### src/rtl/sem_pkg.sv
// Package for the Sobel edge magnitude block: widths, reset values,
// register and state codes, and the configuration struct. No dependencies.
package sem_pkg;

    localparam int unsigned DEF_MAX_WIDTH = 4096;

    localparam int PIX_W   = 8;
    localparam int POS_W   = 12;
    localparam int SIZE_W  = 13;
    localparam int GRAD_W  = 11;
    localparam int SUM_W   = 22;
    localparam int ROOT_W  = 16;
    localparam int MAG_W   = 8;
    localparam int APB_W   = 32;
    localparam int PADDR_W = 3;

    localparam logic [SIZE_W-1:0] WIDTH_RESET  = 13'd640;
    localparam logic [SIZE_W-1:0] HEIGHT_RESET = 13'd480;
    localparam logic [SIZE_W-1:0] SIZE_MIN     = 13'd3;
    localparam logic [SIZE_W-1:0] SIZE_MAX     = 13'd4096;
    localparam logic [MAG_W-1:0]  MAG_SAT      = 8'd255;

    typedef enum logic
    {
        REG_WIDTH  = 1'b0,
        REG_HEIGHT = 1'b1
    } sem_reg_t;

    typedef enum logic [2:0]
    {
        S_IDLE,
        S_READ,
        S_SQUARE,
        S_ROOT,
        S_OUT
    } sem_state_t;

    typedef struct packed
    {
        logic [SIZE_W-1:0] width;
        logic [SIZE_W-1:0] height;
        logic              restart;
    } sem_cfg_t;

endpackage

### src/rtl/sem_isqrt.sv
// Digit-by-digit integer square root of a 16-bit value, one result bit
// per cycle. Depends on sem_pkg.
module sem_isqrt
    import sem_pkg::*;
(
    input  logic              clk,
    input  logic              rst_n,
    input  logic              start,
    input  logic [ROOT_W-1:0] value,
    output logic              done,
    output logic [MAG_W-1:0]  root
);

    logic [ROOT_W-1:0] val_reg, val_next;
    logic [9:0]        rem_reg, rem_next;
    logic [MAG_W-1:0]  res_reg, res_next;
    logic [2:0]        cnt_reg, cnt_next;
    logic              busy_reg, busy_next;
    logic              done_reg, done_next;
    logic [9:0]        rem_sh;
    logic [9:0]        trial;

    assign rem_sh = {rem_reg[7:0], val_reg[ROOT_W-1 -: 2]};
    assign trial  = {res_reg, 2'b01};

    always_comb
    begin
        val_next  = val_reg;
        rem_next  = rem_reg;
        res_next  = res_reg;
        cnt_next  = cnt_reg;
        busy_next = busy_reg;
        done_next = 1'b0;
        if (start)
        begin
            val_next  = value;
            rem_next  = '0;
            res_next  = '0;
            cnt_next  = '0;
            busy_next = 1'b1;
        end
        else if (busy_reg)
        begin
            val_next = {val_reg[ROOT_W-3:0], 2'b00};
            if (rem_sh >= trial)
            begin
                rem_next = rem_sh - trial;
                res_next = {res_reg[MAG_W-2:0], 1'b1};
            end
            else
            begin
                rem_next = rem_sh;
                res_next = {res_reg[MAG_W-2:0], 1'b0};
            end
            cnt_next = cnt_reg + 3'd1;
            if (cnt_reg == 3'd7)
            begin
                busy_next = 1'b0;
                done_next = 1'b1;
            end
        end
    end

    always_ff @(posedge clk or negedge rst_n)
    begin
        if (!rst_n)
        begin
            busy_reg <= 1'b0;
            done_reg <= 1'b0;
            cnt_reg  <= '0;
        end
        else
        begin
            busy_reg <= busy_next;
            done_reg <= done_next;
            cnt_reg  <= cnt_next;
        end
    end

    always_ff @(posedge clk)
    begin
        val_reg <= val_next;
        rem_reg <= rem_next;
        res_reg <= res_next;
    end

    assign done = done_reg;
    assign root = res_reg;

endmodule

### config.mk
export PLATFORM = sky130hd
export DESIGN_NAME = sem_isqrt
export DESIGN_NICKNAME = d
export VERILOG_FILES = /design/src/rtl/sem_pkg.sv /design/src/rtl/sem_isqrt.sv
export SDC_FILE = /design/constraint.sdc
export NUM_CORES = 1
export LEC_CHECK = 0
export BUFFER_PORTS_ARGS = -buffer_cell sky130_fd_sc_hd__buf_2
export CORE_ASPECT_RATIO = 1.75
export CORE_MARGIN = 1.5
export CORE_UTILIZATION = 40
export CTS_BUF_LIST = sky130_fd_sc_hd__clkbuf_8
export CTS_CLUSTER_SIZE = 40
export DETAILED_ROUTE_END_ITERATION = 6
export GPL_ROUTABILITY_DRIVEN = 1
export PLACE_DENSITY = 0.59
export SETUP_SLACK_MARGIN = 0.3
export SLEW_MARGIN = 5
export SYNTH_ARGS = -nofsm -noshare
export SYNTH_HDL_FRONTEND = slang
export SYNTH_SLANG_ARGS = --single-unit
### constraint.sdc
create_clock -name clk -period 2.06 [get_ports clk]
set_input_delay 0.412 -clock clk [delete_from_list [all_inputs] [get_ports clk]]
set_output_delay 0.412 -clock clk [all_outputs]
set_load 0.05 [all_outputs]
=== Word level (Yosys, flattened, before mapping) ===
Cells that the tools add are included.

* Logic and storage cells: 23
* Register bits after elaboration: 37
* Bits in latches: 0
* Bits in read-only memories: 0
* Memories kept: 0
* RAM bits: 0

* Multiplexer cells: 12
* Divide/modulo/power cells: 0
* Bitwise logic cells: 0
* Add/subtract/negate cells: 2
* Magnitude comparators: 1
* Shift operators: 0
* Multipliers: 0
* Equality and inequality tests: 1
* Reductions and logical operators: 1

{| class="wikitable"
|+ Operators by type and width
! cell !! count
|-
| two-way mux 16 bit || 2
|-
| >= comparator 10 bit || 1
|-
| two-way mux 8 bit || 1
|-
| subtractor 8 bit || 1
|-
| two-way mux 1 bit || 7
|-
| two-way mux 3 bit || 2
|-
| adder 3 x 1 -> 3 bit (second input constant) || 1
|-
| equality test 3 bit (second input constant) || 1
|-
| nonzero test 2 bit || 1
|}

=== Depth between registers and ports, before layout ===
* Word-level depth: 4
* Depth in mapped cells: 8
* Gate-level depth less buffers: 7

=== Least setup slack after synthesis ===
OpenSTA, ideal clock, no wires.

* Path type: reg2reg
* Start: register res_reg[3], in the netlist root[3]
* End: register rem_reg[3]
* Data required time: 1.916 ns
* Cell stages (with the launch flop): 9
* Data arrival time: 2.278 ns
* Path buffers: 1
* Slack: -0.362 ns
* Clock period less this slack: 2.422 ns
* Cell sequence: dfxtp_1 -> inv_1 -> ha_1 -> a21oi_2 -> o21ai_2 -> a2111oi_4 -> buf_6 -> mux2i_1 -> a211oi_2

* Cells in the longest elaborated chain, start to end: 2

{| class="wikitable"
|+ RTL lines
! what !! line !! RTL
|-
| start: declaration || sem_isqrt.sv:16 || <nowiki>logic [MAG_W-1:0] res_reg, res_next;</nowiki>
|-
| start signal: assignment || sem_isqrt.sv:84 || <nowiki>res_reg <= res_next;</nowiki>
|-
| >= comparator 10 bit || sem_isqrt.sv:45 || <nowiki>if (rem_sh >= trial)</nowiki>
|-
| two-way mux 8 bit || sem_isqrt.sv:45 ||
|-
| end signal: assignment || sem_isqrt.sv:83 || <nowiki>rem_reg <= rem_next;</nowiki>
|-
| end: declaration || sem_isqrt.sv:15 || <nowiki>logic [9:0] rem_reg, rem_next;</nowiki>
|}

No other way between the ends.
A chain may end at the register's enable or synchronous reset.

=== Final worst setup path ===
* Start: register res_reg[7], in the netlist root[7]
* End: register rem_reg[3]

Same word-level chain as after synthesis.

==> results.sh <==
export IMPL_cts_buffers_inserted=5
export IMPL_synth_main_ff_cell="edfxtp_1"
export IMPL_largest_register_ffs=16
export IMPL_grt_pass1_wl_um=7040
export IMPL_h_tree_depth=2
export IMPL_p_per_area_nw_per_um2=1290
export IMPL_max_stage_delay_ns=0.35
export IMPL_post_dp_hpwl_um=3020
export IMPL_clkTransAtPathRegs_ns=0.07
export IMPL_grt_setup_unrepaired="true"
export IMPL_grt_max_degree=33
export IMPL_syn_area_um2=1920
export IMPL_synth_avg_cell_area_um2=11.4
export IMPL_outcome="finished clean"
export IMPL_clock_path_buffers=2
export IMPL_cp_arrival_ns=2.06
export IMPL_layout_common_cells="27 x buf_2, 20 x nor2_1, 16 x buf_4, 16 x edfxtp_1, 14 x mux2_2"
export IMPL_multi_input_area_um2=1070
export IMPL_die_y_um=94.6
export IMPL_clk_latency_ns=0.28
export IMPL_synthCells=169
export IMPL_ir_drop_mv=0.906
export IMPL_final_seq_area_um2=961
export IMPL_grt_pass1_vias=1503
export IMPL_finalCritPeriodShare_pct=92.5
export IMPL_yosys_cell_types_count=41
export IMPL_ant_nets=0
export IMPL_fillCellCount=443
export IMPL_nNetsFinal=248
export IMPL_cap_violations=0
export IMPL_worstSetupStartpointType="flip-flop"
export IMPL_start_util_pct=41.1
export IMPL_diodes=0
export IMPL_yosysSeqAreaShare_pct=48.2
export IMPL_place_port_buffers=27
export IMPL_drtIter0Drc=41
export IMPL_gp_congestion=0.785
export IMPL_layout_drive_gt1_share_pct=49.1
export IMPL_worst_pin_slew_ns=0.492
export IMPL_slowest_stage="dfxtp_4"
export IMPL_grt_ovfl_total=0
export IMPL_routed_wl_um=4250
export IMPL_fp_coreArea_um2=4670
export IMPL_die_area_um2=5240
export IMPL_synth_edf_count=16
export IMPL_layout_commonest_cell="buf_2"
export IMPL_vias_per_cell=5.25
export IMPL_finalClockSkew_ns=0.00443
export IMPL_hold_violations=0
export IMPL_synth_top_cell_by_area="edfxtp_1"
export IMPL_post_route_util_pct=54.4
export IMPL_path_buf_inv=3
export IMPL_crit_path_cell_trace="inv_2, ha_4, and4_4, buf_4, a2111oi_4, buf_12, mux2i_2, a211oi_2"
export IMPL_leakage_uw=0.00109
export IMPL_via_count=1418
export IMPL_worstPathMaxFanout=7
export IMPL_setup_viol=0
export IMPL_die_x_um=55.4
export IMPL_clockRootBuffer="clkbuf_8"
export IMPL_synth_nets=200
export IMPL_drc=0
export IMPL_antenna_found_initial=0
export IMPL_fp_row_count=33
export IMPL_worstHoldPathType="input port to flip-flop"
export IMPL_async_flop_share_pct=13.5
export IMPL_ios=28
export IMPL_cts_tree="done"
export IMPL_max_freq_mhz=525
export IMPL_synth_top_cell_area_share_pct=25.0
export IMPL_synth_area_top_cells="edfxtp_1 25%, dfxtp_1 17%, mux2_2 8.2%, ha_1 7.8%, mux2i_1 6.8%"
export IMPL_cp_top_family="compound AO/OA/AOI/OAI gates"
export IMPL_criticalPathCategory="flip-flop to flip-flop"
export IMPL_fin_crit_ns=1.91
export IMPL_wl_per_cell_um=15.7
export IMPL_synth_seq_cells=37
export IMPL_clock_sinks=37
export IMPL_cp_required_ns=2.21
export IMPL_yosysWarnings=0
export IMPL_worstSetupEndpointType="flip-flop"
export IMPL_track_usage_pct=17.2
export IMPL_firstDrtPassIters=4
export IMPL_area_growth_pct=32.3
export IMPL_slew_limit_headroom_pct=67.1
export IMPL_tns_ns=0
export IMPL_finalMaxSlewViolations=0
synthesized netlist by cell type (2+ instances only):
master	n
mux2_2	14
a211oi_1	3
nand2b_1	4
dfxtp_1	16
nor3_1	2
and2_1	2
o21ai_0	4
nor2b_1	3
a21oi_1	3
ha_1	12
nor2_1	21
a32oi_1	3
dfrtp_1	5
nand3_1	2
mux2i_1	13
inv_1	12
edfxtp_1	16
nand2_1	4
xnor2_1	6
clkbuf_1	3
layer usage:
layer / global-route usage (%) / part of all wire (%) / vias to the layer above
li1: - / - / 696
met3: 2.47 / 2.0 / 8
met1: 19.4 / 39 / 687
met5: 0 / 0 / -
met2: 32.0 / 57 / 27
met4: 7.11 / 2.0 / 0
area by class of cell:
class / instances / area share, %
tap: 52 / 2.56
clock inverter: 3 / 0.542
inverter: 12 / 1.77
clock buffer: 5 / 2.71
multi-input combinational: 114 / 42.1
sequential: 37 / 37.9
timing repair buffer: 47 / 12.5
cell families after synthesis:
group,share of synthesized area [%]
AND/OR/NAND/NOR,11.2
adder cells (fa/ha/maj),7.82
flip-flops,48.2
buffers and inverters,3.98
multiplexers,15.0
XOR/XNOR,3.19
AO/OA/AOI/OAI,10.6
final timing paths:
| check | startpoint | end | slack, ns | cells after the start |
|---|---|---|---|---|
| setup / recovery | root[7]$_SDFFE_PP0P_ | rem_reg[3]$_SDFFE_PP0P_ | 0.15 | 8 |
| hold / removal | value[0] | val_reg[0]$_SDFFCE_PN0P_ | 0.41 | 2 |
| setup reg to reg | root[7]$_SDFFE_PP0P_ | rem_reg[3]$_SDFFE_PP0P_ | 0.15 | 8 |
| hold reg to reg | rem_reg[4]$_SDFFE_PP0P_ | rem_reg[4]$_SDFFE_PP0P_ | 0.48 | 2 |
| max in group asynchronous | rst_n | busy_reg$_DFF_PN0_ | 1.46 | 2 |
| min in group asynchronous | rst_n | cnt_reg[0]$_DFFE_PN0P_ | 0.47 | 2 |
timing repair:
action,4_1_cts,5_1_grt
gates resized for setup,17,2
setup endpoints to repair,9,9
endpoints found under the hold margin,5,0
gates cloned,0,0
buffers inserted,14,0
hold buffers,1,0
pin swaps,13,2
through the flow:
stage,hold slack [ns],total power [µW],area [µm²],worst slack (ns),cells
after floorplan,0.116,2130,2050,0.0573,169
after global placement,0.230,2430,2280,0.105,247
after detailed placement,0.232,2470,2280,0.0731,247
after CTS,0.407,3250,2530,0.155,270
after global routing,0.411,3470,2540,0.0738,270
final,0.415,3290,2540,0.154,270
power breakdown:
part / switching (µW) / internal (µW)
Combinational: 853 / 966
Clock: 242 / 229
Sequential: 99.9 / 894
No activity file was read; power rests on OpenSTA's default activity.
