===== src/rtl/sem_pkg.sv =====
// Package for the Sobel edge magnitude block: widths, reset values,
// register and state codes, and the configuration struct. No dependencies.
package sem_pkg;

    localparam int unsigned DEF_MAX_WIDTH = 4096;

    localparam int PIX_W   = 8;
    localparam int POS_W   = 12;
    localparam int SIZE_W  = 13;
    localparam int GRAD_W  = 11;
    localparam int SUM_W   = 22;
    localparam int ROOT_W  = 16;
    localparam int MAG_W   = 8;
    localparam int APB_W   = 32;
    localparam int PADDR_W = 3;

    localparam logic [SIZE_W-1:0] WIDTH_RESET  = 13'd640;
    localparam logic [SIZE_W-1:0] HEIGHT_RESET = 13'd480;
    localparam logic [SIZE_W-1:0] SIZE_MIN     = 13'd3;
    localparam logic [SIZE_W-1:0] SIZE_MAX     = 13'd4096;
    localparam logic [MAG_W-1:0]  MAG_SAT      = 8'd255;

    typedef enum logic
    {
        REG_WIDTH  = 1'b0,
        REG_HEIGHT = 1'b1
    } sem_reg_t;

    typedef enum logic [2:0]
    {
        S_IDLE,
        S_READ,
        S_SQUARE,
        S_ROOT,
        S_OUT
    } sem_state_t;

    typedef struct packed
    {
        logic [SIZE_W-1:0] width;
        logic [SIZE_W-1:0] height;
        logic              restart;
    } sem_cfg_t;

endpackage


===== src/rtl/sem_cfg.sv =====
// APB register file: image width and height, clamped to the legal sizes.
// Depends on sem_pkg.
module sem_cfg
    import sem_pkg::*;
#(
    parameter int unsigned MAX_WIDTH = DEF_MAX_WIDTH
) (
    input  logic               clk,
    input  logic               rst_n,
    input  logic               psel,
    input  logic               penable,
    input  logic               pwrite,
    input  logic [PADDR_W-1:0] paddr,
    input  logic [APB_W-1:0]   pwdata,
    output logic [APB_W-1:0]   prdata,
    output logic               pready,
    output sem_cfg_t           cfg
);

    localparam logic [SIZE_W-1:0] WIDTH_CAP =
        (MAX_WIDTH < 4096) ? SIZE_W'(MAX_WIDTH) : SIZE_MAX;

    logic [SIZE_W-1:0] width_reg, width_next;
    logic [SIZE_W-1:0] height_reg, height_next;
    logic              wr;
    sem_reg_t          sel;

    assign wr     = psel && penable && pwrite;
    assign sel    = sem_reg_t'(paddr[2]);
    assign pready = 1'b1;

    always_comb
    begin
        width_next  = width_reg;
        height_next = height_reg;
        prdata      = '0;
        unique case (sel)
            REG_WIDTH:
            begin
                prdata = APB_W'(width_reg);
                if (wr)
                begin
                    width_next = pwdata[SIZE_W-1:0];
                end
            end
            REG_HEIGHT:
            begin
                prdata = APB_W'(height_reg);
                if (wr)
                begin
                    height_next = pwdata[SIZE_W-1:0];
                end
            end
            default:
            begin
                prdata = '0;
            end
        endcase
    end

    always_ff @(posedge clk or negedge rst_n)
    begin
        if (!rst_n)
        begin
            width_reg  <= WIDTH_RESET;
            height_reg <= HEIGHT_RESET;
        end
        else
        begin
            width_reg  <= width_next;
            height_reg <= height_next;
        end
    end

    always_comb
    begin
        if (width_reg < SIZE_MIN)
            cfg.width = SIZE_MIN;
        else if (width_reg > WIDTH_CAP)
            cfg.width = WIDTH_CAP;
        else
            cfg.width = width_reg;

        if (height_reg < SIZE_MIN)
            cfg.height = SIZE_MIN;
        else if (height_reg > SIZE_MAX)
            cfg.height = SIZE_MAX;
        else
            cfg.height = height_reg;

        cfg.restart = wr;
    end

endmodule


===== config.mk =====
export PLATFORM = sky130hd
export DESIGN_NAME = sem_cfg
export DESIGN_NICKNAME = d
export VERILOG_FILES = /design/src/rtl/sem_pkg.sv /design/src/rtl/sem_cfg.sv
export SDC_FILE = /design/constraint.sdc
export NUM_CORES = 1
export LEC_CHECK = 0
export CAP_MARGIN = 20
export CORE_MARGIN = 10
export CORE_UTILIZATION = 40
export DETAILED_ROUTE_END_ITERATION = 8
export DONT_BUFFER_PORTS = 1
export PLACE_DENSITY_LB_ADDON = 0.08
export SETUP_SLACK_MARGIN = 0.05
export SLEW_MARGIN = 20
export SYNTH_ARGS = -nofsm -noshare
export SYNTH_HDL_FRONTEND = slang
export SYNTH_SLANG_ARGS = --single-unit

===== constraint.sdc =====
create_clock -name clk -period 1.24 [get_ports clk]
set_input_delay 0.124 -clock clk [delete_from_list [all_inputs] [get_ports clk]]
set_output_delay 0.124 -clock clk [all_outputs]
set_load 0.03 [all_outputs]

Word level (Yosys, flattened, before mapping):

Index checks and enable logic that the tools add are counted.

* bits in registers: 26
* input bits: 40
* output and inout port bits: 60
* word-level logic and storage cells: 16

* magnitude comparators: 4
* muxes and demuxes: 5
* bitwise logic cells: 1
* reductions and logical operators: 4

Operators with widths (number)
* 32-bit one-hot mux with 2 select lines: 1
* 13-bit two-way mux: 4
* 13-bit > comparator (second input constant): 2
* 13-bit by 2-bit less-than comparator with 1-bit output (second input constant): 2
* 2-bit AND reduction: 2
* 1-bit logical AND: 2
* 1-bit NOT: 1

Logic depth before layout (Yosys ltp):

Gate-level depths: netlist (run 1).

* word-level depth: 3
* depth in mapped cells: 3
* mapped depth without buffers: 2

Least setup slack after synthesis (run 1):

OpenSTA, ideal clock, no wires.

* path type: register to output
* from: register height_reg[9]
* to: output port cfg[1] (netlist bit)
* data arrival time: 1992 ps
* data required time: 1116 ps
* setup slack: -876 ps
* cell stages (with the launch flop): 3
* path buffers: 0
* path through: dfrtp_1 -> or4_4 -> o41ai_1

RTL lines
* from (decl): RTL line sem_cfg.sv:24 `logic [SIZE_W-1:0] height_reg, height_next;`
* from (signal assigned): RTL line sem_cfg.sv:71 `height_reg <= height_next;`
* to (decl): RTL line sem_cfg.sv:17 `output sem_cfg_t cfg`

==> metrics.csv, run 1 <==
stage;metric;value;unit
worst_setup_path;largest driver fanout on the critical path;2;
grt;wire length of the first global-routing pass;6.900;mm
grt;largest net degree at the start of global routing;27;
yosys;most common library cells after synthesis;sky130_fd_sc_hd__mux2_2, sky130_fd_sc_hd__buf_4, sky130_fd_sc_hd__dfrtp_1, sky130_fd_sc_hd__nor2b_1, sky130_fd_sc_hd__dfstp_2;
grt;overflow left after global routing;0;
min_path;source of the worst hold timing path;pwdata[0];
clocking;number of buffers on the longest clock path;2;
sta;fin. max-slew vios;0;
worst_setup_path;RR Startpoint;width_reg[12]$_DFFE_PN0P_;
status;violated checks;negative setup slack;
floorplan;starting utilization of the core area;0.4226;
sta;final-report hold violation count;0;
routing;Wirelength per Cell;19.33;µm
cells_and_area;layout cell share with drive strength beyond 1;0.6811;
cells_and_area;Antenna Diode Count;0;
sta;Worst Clk Skew;0;ns
cells_and_area;design area;0.002457;mm²
worst_setup_path;number of buffers and inverters on the critical path;1;
sta;final setup fails;32;
cells_and_area;fill cell count;271;
cells_and_area;area growth from synthesis to layout;56.49;%
yosys;portion of synthesized cell area occupied by the leading cell type;0.3187;
power;power density relative to cell area;1741;mW/mm²
power;total power of the final layout;0.004278;W
clocking;number of clock sinks;26;
yosys;Cell Area, Synth;0.001570;mm²
power;leakage component of the power;1.195;nW
place;total placed cells including tap cells;211;
status;result of the run;finished, violations left;
routing;routed vias;1142;
worst_setup_path;worst path arrival time;1.73;ns
clocking;CTS buffer count;3;
place;placed wire-length estimate;3.329;mm
floorplan;Die Width;82.66;µm
min_path;Hold WC Path Type;input port to flop;
yosys;async set-reset flop share out of synthesis;1.000;
sta;post-layout worst setup margin;-0.6182;ns
routing;number of nets still failing antenna checks after routing;0;
floorplan;Placement Rows;22;
routing;routed via count divided by cell count;4.901;
clocking;clock input transition at the sequential cells of the worst setup and hold paths;0.10;ns
yosys;most frequently used cell type in the post-synthesis netlist;sky130_fd_sc_hd__mux2_2;
place;Placed Instance Area;0.001946;mm²
floorplan;vertical die dimension;82.66;µm
place;final weighted congestion of routability-driven global placement;0.7820;
grt;initial antenna violation count;0;
sta;upper clock frequency limit;538.2;MHz
worst_setup_path;crit-path cells;or4_4 > o41ai_4 > buf_6;
yosys;cell taking the most area after synthesis;sky130_fd_sc_hd__dfrtp_1;
sta;fin crit share;1.499;
routing;DRC violations left;0;
yosys;yosys synthesis warning count;0;
place;Worst Setup Slack post-DPL;-0.3150;ns
worst_setup_path;Worst Setup End Kind;output pin;
job;number of max-capacitance violations reported;0;
yosys;dominant cells by area after synthesis;sky130_fd_sc_hd__dfrtp_1, sky130_fd_sc_hd__mux2_2, sky130_fd_sc_hd__dfstp_2;
yosys;Avg Inst Size Synth;11.90;µm²
clocking;root buffer cell;sky130_fd_sc_hd__clkbuf_8;
worst_setup_path;timing startpoint of the critical path;height_reg[5]$_DFFE_PN1P_;
grt;gr usage total;0.1306;
yosys;most used flip-flop cell after synthesis;sky130_fd_sc_hd__dfrtp_1;
sta;final critical path time including I/O delays and setup;1.858;ns
floorplan;IO Pins;100;
cells_and_area;non-filler instance count after layout;233;
clocking;CTS H-tree depth;1;
power;worst IR drop on VDD;0.8269;mV
floorplan;overall die area;0.006832;mm²
routing;initial drt markers;58;
cells_and_area;# nets final;226;
yosys;number of distinct standard cells referenced by the synthesized netlist;17;
worst_setup_path;nature of the critical path startpoint;flop;
sta;unrepaired setup endpoints after global routing;true;
grt;via count of the first global-routing pass;1240;
clocking;clock tree from TritonCTS;yes;
worst_setup_path;Critical Path Max Stage Delay;0.58;ns
yosys;cell count after synthesis;132;
routing;drt first pass iters;4;
clocking;Worst-Skew Late Latency;0.26;ns
routing;final WL;4.504;mm
worst_setup_path;WP data required;1.12;ns
worst_setup_path;cell type group with the largest total delay on the critical path;simple AND/OR/NAND/NOR gates;
worst_setup_path;slowest stage cell on the critical path;sky130_fd_sc_hd__or4_4;
yosys;fraction of the yosys area taken by sequential cells;0.4191;
yosys;flops & latches, synth;26;
place;count of buffers from port buffering;0;
worst_setup_path;Crit Path Category;flop to output pin;
yosys;number of enable flip-flop cells after synthesis;0;
floorplan;core outline area;0.003716;mm²
-- cells in the final DEF, fill, tap and decap left out, types with 6 or more instances in the layout --
master and n:
sky130_fd_sc_hd__conb_1 20, sky130_fd_sc_hd__dfstp_2 6, sky130_fd_sc_hd__buf_4 9, sky130_fd_sc_hd__mux2_4 11, sky130_fd_sc_hd__mux2_2 27, sky130_fd_sc_hd__dfrtp_1 18, sky130_fd_sc_hd__nor2b_4 18, sky130_fd_sc_hd__buf_6 34
sky130_fd_sc_hd__dlygate4sd3_1 12
-- cells by family after synthesis --
kind of cell	share of synthesized area
mux	0.2797
simple gates	0.1546
buf+inv	0.1195
flops	0.4191
compound gates	0.02231
other cells	0.004783
-- power by group --
group	internal (W)	total, W	leakage [nW]	switching (W)
sequential	0.00107	0.00124	0.301	0.000171
combinational	0.00122	0.00254	0.871	0.00132
clock	0.000230	0.000497	0.0228	0.000267
-- final timing paths --
path	to	slack (ns)	depth (start not counted)
setup / recovery	cfg[2]	-0.62	3
hold / removal	width_reg[0]$_DFFE_PN0P_	0.006	1
setup reg to reg	width_reg[12]$_DFFE_PN0P_	0.09	3
hold reg to reg	height_reg[1]$_DFFE_PN0P_	0.55	1
max in group asynchronous	height_reg[6]$_DFFE_PN1P_	0.74	2
min in group asynchronous	width_reg[3]$_DFFE_PN0P_	0.27	2
-- per-layer routing --
metal / routed length (µm) / GRT usage / share of wire
met1: 1812 / 0.1536 / 0.40
met3: 446 / 0.03672 / 0.099
met4: 13 / 0.03010 / 0.0029
met2: 2231 / 0.2292 / 0.50
met5: 0 / 0 / 0
-- what timing repair did --
item	in CTS	in global routing
endpoints found under the hold margin	40	5
hold buffers	10	3
pin swaps	1	3
resized for setup	64	19
buffers inserted	9	9
endpoints found under the setup margin	37	37
-- metrics by stage --
step           hold slack, ns  setup TNS (ns)    util
2_1_floorplan         -0.1716          -1.421       -
3_3_place_gp          -0.1702          -1.179  0.5236
4_1_cts             0.0001982          -4.893  0.6401
5_1_grt              0.002243          -6.199  0.6613
3_5_place_dp          -0.1699          -1.243  0.5236
6_report             0.005828          -4.694  0.6613
-- final cells by class --
type / count / area (µm²) / area share
clock buffer: 4 / 45.04 / 0.01833
sequential: 26 / 660.6 / 0.2688
timing repair buffer: 59 / 640.6 / 0.2607
tap: 48 / 60.06 / 0.02444
multi-input combinational: 96 / 1051 / 0.4277
No activity file was read; power rests on OpenSTA's default activity.
==> inputs of run 2 (changes only) <==
- CORE_MARGIN: 10 -> not set
==> metrics.csv, run 2 (synthesis gave the netlist of run 1 again) <==
stage;metric;value;unit;change
sta;final critical path time including I/O delays and setup;1.875;ns;+0.01637 ns
grt;via count of the first global-routing pass;1144;;-7.7%
clocking;clock input transition at the sequential cells of the worst setup and hold paths;0.09;ns;about the same
cells_and_area;non-filler instance count after layout;232;;-0.43%
job;number of max-capacitance violations reported;0;;unchanged
grt;largest net degree at the start of global routing;27;;unchanged
sta;unrepaired setup endpoints after global routing;true;;
floorplan;overall die area;0.004180;mm²;-39%
worst_setup_path;R2R depth;3;;unchanged
floorplan;starting utilization of the core area;0.4226;;unchanged
worst_setup_path;worst path arrival time;1.75;ns;+0.02 ns
min_path;source of the worst hold timing path;penable;;
worst_setup_path;largest driver fanout on the critical path;2;;unchanged
routing;routed vias;1114;;-2.5%
worst_setup_path;Worst Setup End Kind;output pin;;
routing;Wirelength per Cell;16.19;µm;-16%
grt;gr usage total;0.1914;;+0.06073
power;share of power burned in registers;0.289;;about the same
clocking;number of clock sinks;26;;unchanged
sta;fin. max-slew vios;0;;unchanged
worst_setup_path;setup slack on the worst flop-to-flop path;0.08;ns;about the same
routing;routed via count divided by cell count;4.802;;-2.0%
sta;final-report hold violation count;0;;unchanged
cells_and_area;fill cell count;300;;+11%
cells_and_area;storage element area;660.6;µm²;unchanged
sta;post-layout worst setup margin;-0.6346;ns;-0.01637 ns
sta;upper clock frequency limit;533.5;MHz;-0.87%
sta;Worst Clk Skew;0;ns;unchanged
sta;final setup fails;32;;unchanged
min_path;hold path endpoint;width_reg[8]$_DFFE_PN0P_;;
sta;total negative setup slack;-4.458;ns;+0.2361 ns
status;result of the run;finished, violations left;;
power;switching part of the total power;0.3942;;-0.01620
routing;DRC violations left;0;;unchanged
floorplan;IO Pins;100;;unchanged
floorplan;Die Width;64.66;µm;-22%
cells_and_area;area growth from synthesis to layout;55.62;%;
clocking;CTS buffer count;3;;unchanged
power;worst IR drop on VDD;0.8654;mV;+4.7%
routing;final WL;3.757;mm;-17%
place;placed wire-length estimate;2.603;mm;-22%
routing;number of nets still failing antenna checks after routing;0;;unchanged
place;count of buffers from port buffering;0;;unchanged
power;share of power burned in the clock network;0.163;;+0.047
worst_setup_path;RR Startpoint;width_reg[12]$_DFFE_PN0P_;;
floorplan;core outline area;0.003716;mm²;unchanged
worst_setup_path;capturing point of the worst reg2reg path;width_reg[12]$_DFFE_PN0P_;;
power;net switching power figure;0.001698;W;-3.3%
worst_setup_path;WP data required;1.12;ns;about the same
cells_and_area;Antenna Diode Count;0;;unchanged
power;P_int;0.002610;W;+3.5%
routing;initial drt markers;21;;-64%
power;leakage component of the power;1.186;nW;-0.76%
clocking;root buffer cell;sky130_fd_sc_hd__clkbuf_8;;
grt;overflow left after global routing;0;;unchanged
cells_and_area;total area of multi-input combinational cells;0.001051;mm²;unchanged
min_path;Hold WC Path Type;input port to flop;;
worst_setup_path;nature of the critical path startpoint;flop;;
clocking;Worst-Skew Late Latency;0.27;ns;about the same
sta;fin crit share;1.512;;+0.01320
clocking;clock tree from TritonCTS;yes;;
place;final weighted congestion of routability-driven global placement;0.7896;;+0.97%
worst_setup_path;Crit Path Category;flop to output pin;;
clocking;CTS H-tree depth;1;;unchanged
place;total placed cells including tap cells;206;;-2.4%
cells_and_area;# nets final;225;;-0.44%
min_path;cell depth of the worst min-delay path;2;;+1
status;violated checks;negative setup slack;;
routing;drt first pass iters;5;;+1
grt;initial antenna violation count;0;;unchanged
power;relative contribution of combinational cells to total power;0.548;;-0.046
grt;wire length of the first global-routing pass;6.016;mm;-13%
floorplan;vertical die dimension;64.66;µm;-22%
cells_and_area;layout cell share with drive strength beyond 1;0.6413;;-0.03978
clocking;number of buffers on the longest clock path;2;;unchanged
floorplan;Placement Rows;22;;unchanged
cells_and_area;commonest cells after routing, fill and taps aside;sky130_fd_sc_hd__mux2_2, sky130_fd_sc_hd__buf_6, sky130_fd_sc_hd__conb_1;;
power;power density relative to cell area;1763;mW/mm²;+1.3%
cells_and_area;most frequent standard cell in the layout excluding fill and tap cells;sky130_fd_sc_hd__mux2_2;;
[run 2: changes by cell type in the layout (fill, tap and decap cells not counted)]
cell	before	now
sky130_fd_sc_hd__buf_12	2	1
sky130_fd_sc_hd__buf_4	9	13
sky130_fd_sc_hd__buf_6	34	22
sky130_fd_sc_hd__buf_8	2	3
sky130_fd_sc_hd__bufinv_16	0	1
sky130_fd_sc_hd__clkbuf_1	1	0
sky130_fd_sc_hd__dlygate4sd3_1	12	19
sky130_fd_sc_hd__mux2_2	27	25
sky130_fd_sc_hd__mux2_4	11	13
sky130_fd_sc_hd__nor2b_1	2	3
sky130_fd_sc_hd__nor2b_4	18	17
[run 2: how the worst max path moves through the flow]
stage / from / end / slack [ns] / cells past startpoint
6_report: width_reg[2]$_DFFE_PN0P_ / cfg[14] / -0.63 / 3
5_1_grt: height_reg[7]$_DFFE_PN1P_ / cfg[1] / -0.70 / 3
3_5_place_dp: height_reg[11]$_DFFE_PN0P_ / cfg[1] / -0.32 / 3
3_3_place_gp: width_reg[9]$_DFFE_PN1P_ / cfg[14] / -0.29 / 3
4_1_cts: height_reg[8]$_DFFE_PN1P_ / cfg[1] / -0.63 / 3
2_1_floorplan: height_reg[11]$_DFFE_PN0P_ / cfg[1] / -0.32 / 2
[run 2: timing repair]
action / in CTS / in global routing
hold buffers: 15 / 5
pin swaps: 0 / 8
endpoints found under the hold margin: 47 / 5
buffers inserted: 4 / 10
endpoints found under the setup margin: 37 / 40
resized for setup: 54 / 18
[run 2: worst max-delay path, cell delays in order (launching register included)]
cell                      delay, ns
sky130_fd_sc_hd__dfrtp_1       0.40
sky130_fd_sc_hd__or4_4         0.59
sky130_fd_sc_hd__o41ai_4       0.32
sky130_fd_sc_hd__buf_6         0.18
[run 2: power by group through the flow]
stage          clock (W)  sequential [W]  combinational [W]
3_3_place_gp           0         0.00123            0.00189
2_1_floorplan          0         0.00122            0.00145
6_report        0.000703         0.00125            0.00236
3_5_place_dp           0         0.00123            0.00190
4_1_cts         0.000713         0.00124            0.00233
5_1_grt         0.000765         0.00127            0.00248
[run 2: cell type report]
class | count | area share
clock buffer | 3 | 0.01690
clock inverter | 1 | 0.01229
multi-input combinational | 96 | 0.4301
sequential | 26 | 0.2704
tap | 48 | 0.02458
timing repair buffer | 58 | 0.2458
[run 2: metal layers]
layer  wire length [µm]  part of all wire  track usage
met5                  0                 0            0
met1               1671              0.44       0.2633
met2               1869              0.50       0.3079
met4                 36            0.0096      0.04167
met3                180             0.048      0.04049
[run 2: stage by stage]
| stage | util | cell area, µm² | hold WS, ns | power (W) | worst slack (ns) |
|---|---|---|---|---|---|
| after floorplan | - | 1767 | -0.1716 | 0.002664 | -0.3245 |
| after global placement | 0.5135 | 1908 | -0.1705 | 0.003114 | -0.2944 |
| after detailed placement | 0.5135 | 1908 | -0.1703 | 0.003134 | -0.3175 |
| after CTS | 0.6404 | 2380 | 0.001201 | 0.004288 | -0.6271 |
| after global routing | 0.6576 | 2444 | 0.2737 | 0.004515 | -0.6963 |
| final | 0.6576 | 2444 | 0.2550 | 0.004308 | -0.6346 |
==> inputs of run 3 (changes only) <==
- GPL_TIMING_DRIVEN: not set -> 0
- SETUP_SLACK_MARGIN: 0.05 -> 0.3
==> metrics.csv, run 3 (synthesis gave the netlist of run 1 again) <==
stage;metric;value;unit;change
cells_and_area;design area;0.002500;mm²;+2.3%
sta;worst-margin pin slew;0.5851;ns;
worst_setup_path;Critical Path Max Stage Delay;0.58;ns;about the same
clocking;CTS buffer count;3;;unchanged
worst_setup_path;number of buffers and inverters on the critical path;0;;-1
floorplan;overall die area;0.004180;mm²;unchanged
clocking;root buffer cell;sky130_fd_sc_hd__clkbuf_8;;
power;power density relative to cell area;1621;mW/mm²;-8.1%
floorplan;IO Pins;100;;unchanged
cells_and_area;total area of multi-input combinational cells;0.001081;mm²;+2.9%
status;violated checks;negative setup slack;;
sta;unrepaired setup endpoints after global routing;true;;
status;result of the run;finished, violations left;;
routing;drt first pass iters;4;;-1
power;switching part of the total power;0.4173;;+0.02306
cells_and_area;fill cell count;307;;+2.3%
routing;final WL;3.961;mm;+5.4%
clocking;clock input transition at the sequential cells of the worst setup and hold paths;0.08;ns;about the same
cells_and_area;Antenna Diode Count;0;;unchanged
grt;gr usage total;0.1907;;-0.0006627
sta;fin crit share;1.575;;+0.06288
power;share of power burned in the clock network;0.120;;-0.043
place;Placed Instance Area;0.001949;mm²;+2.2%
grt;wire length of the first global-routing pass;5.878;mm;-2.3%
power;net switching power figure;0.001691;W;-0.44%
sta;final critical path time including I/O delays and setup;1.953;ns;+0.07797 ns
worst_setup_path;largest driver fanout on the critical path;4;;+2
power;relative contribution of combinational cells to total power;0.558;;+0.010
grt;initial antenna violation count;0;;unchanged
worst_setup_path;WP data required;1.12;ns;about the same
place;final weighted congestion of routability-driven global placement;0.6714;;-15%
grt;largest net degree at the start of global routing;27;;unchanged
sta;Worst Clk Skew;0;ns;unchanged
worst_setup_path;nature of the critical path startpoint;flop;;
routing;routed vias;1176;;+5.6%
cells_and_area;area growth from synthesis to layout;59.20;%;
cells_and_area;commonest cells after routing, fill and taps aside;sky130_fd_sc_hd__mux2_2, sky130_fd_sc_hd__buf_4, sky130_fd_sc_hd__nor2b_4, sky130_fd_sc_hd__conb_1;;
sta;final setup fails;28;;-13%
routing;DRC violations left;0;;unchanged
place;placed wire-length estimate;2.669;mm;+2.5%
sta;post-layout worst setup margin;-0.7126;ns;-0.07797 ns
floorplan;Die Width;64.66;µm;unchanged
cells_and_area;# nets final;230;;+2.2%
routing;number of nets still failing antenna checks after routing;0;;unchanged
place;count of buffers from port buffering;0;;unchanged
power;P_int;0.002361;W;-9.5%
place;total placed cells including tap cells;198;;-3.9%
routing;Wirelength per Cell;16.71;µm;+3.2%
power;leakage component of the power;1.239;nW;+4.5%
grt;overflow left after global routing;0;;unchanged
clocking;CTS H-tree depth;1;;unchanged
floorplan;core outline area;0.003716;mm²;unchanged
worst_setup_path;slowest stage cell on the critical path;sky130_fd_sc_hd__or4_4;;
sta;Max transition margin;0.6086;;
clocking;Worst-Skew Late Latency;0.27;ns;about the same
worst_setup_path;worst path arrival time;1.83;ns;+0.08 ns
cells_and_area;storage element area;660.6;µm²;unchanged
grt;via count of the first global-routing pass;1156;;+1.0%
worst_setup_path;Crit Path Category;flop to output pin;;
floorplan;vertical die dimension;64.66;µm;unchanged
sta;final-report hold violation count;0;;unchanged
clocking;number of buffers on the longest clock path;2;;unchanged
routing;initial drt markers;18;;-14%
routing;routed via count divided by cell count;4.962;;+3.3%
sta;upper clock frequency limit;512.2;MHz;-4.0%
power;worst IR drop on VDD;0.7421;mV;-14%
cells_and_area;non-filler instance count after layout;237;;+2.2%
floorplan;Placement Rows;22;;unchanged
floorplan;starting utilization of the core area;0.4226;;unchanged
clocking;clock tree from TritonCTS;yes;;
worst_setup_path;cell type group with the largest total delay on the critical path;simple AND/OR/NAND/NOR gates;;
min_path;Hold WC Path Type;input port to flop;;
sta;fin. max-slew vios;0;;unchanged
worst_setup_path;crit-path cells;or4_4 > o41ai_4;;
clocking;number of clock sinks;26;;unchanged
job;number of max-capacitance violations reported;0;;unchanged
worst_setup_path;Worst Setup End Kind;output pin;;
cells_and_area;layout cell share with drive strength beyond 1;0.6667;;+0.02536
power;share of power burned in registers;0.321;;+0.032
==> run 3: final cells by class <==
| type | count | share of cell area |
|---|---|---|
| Multi-Input combinational cell | 96 | 0.4324 |
| Sequential cell | 26 | 0.2643 |
| Timing Repair Buffer | 35 | 0.1602 |
| Buffer | 28 | 0.1011 |
| Tap cell | 48 | 0.02402 |
| Clock buffer | 4 | 0.01802 |
==> run 3: metal layers <==
| metal | vias up | part of all wire | track usage | routed length [µm] |
|---|---|---|---|---|
| met5 | - | 0 | 0 | 0 |
| met4 | 0 | 0.0083 | 0.04167 | 33 |
| met3 | 4 | 0.056 | 0.04225 | 222 |
| met2 | 47 | 0.52 | 0.3395 | 2057 |
| met1 | 594 | 0.42 | 0.2334 | 1648 |
| li1 | 531 | - | - | - |
==> run 3: through the flow <==
step | setup WS (ns) | utilization | hold slack [ns] | total power, W | TNS, ns
after floorplan | -0.3245 | - | -0.1716 | 0.002858 | -1.298
after global placement | -0.3938 | 0.5246 | -0.1710 | 0.003008 | -1.608
after detailed placement | -0.4050 | 0.5246 | -0.1708 | 0.003042 | -1.656
after CTS | -0.7094 | 0.6465 | 0.0002033 | 0.003985 | -5.661
after global routing | -0.7451 | 0.6727 | 0.001780 | 0.004224 | -6.719
final | -0.7126 | 0.6727 | 0.003881 | 0.004052 | -5.611
==> run 3: power by group through the flow <==
stage / Sequential [W] / Clock (W) / Combinational [W]
floorplan: 0.00124 / 0 / 0.00162
global placement: 0.00130 / 0 / 0.00171
detailed placement: 0.00132 / 0 / 0.00173
CTS: 0.00129 / 0.000497 / 0.00219
global route: 0.00133 / 0.000532 / 0.00236
finish: 0.00130 / 0.000488 / 0.00226
==> run 3: path summary, 6_finish.rpt <==
kind	cells past startpoint	slack [ns]	startpoint	end
min reg2reg	1	0.54	height_reg[1]$_DFFE_PN0P_	height_reg[1]$_DFFE_PN0P_
max reg2reg	3	0.07	width_reg[12]$_DFFE_PN0P_	width_reg[12]$_DFFE_PN0P_
max in group asynchronous	2	0.73	rst_n	width_reg[7]$_DFFE_PN1P_
max	2	-0.71	width_reg[7]$_DFFE_PN1P_	cfg[14]
min in group asynchronous	2	0.28	rst_n	width_reg[2]$_DFFE_PN0P_
min	1	0.004	pwdata[6]	height_reg[6]$_DFFE_PN1P_
==> run 3: timing repair <==
item	in CTS	in global routing
hold buffers	14	5
setup buffers	11	3
gates resized for setup	34	8
hold endpoints to repair	44	5
endpoints found under the setup margin	41	41
gates cloned	2	0
pin swaps	4	1
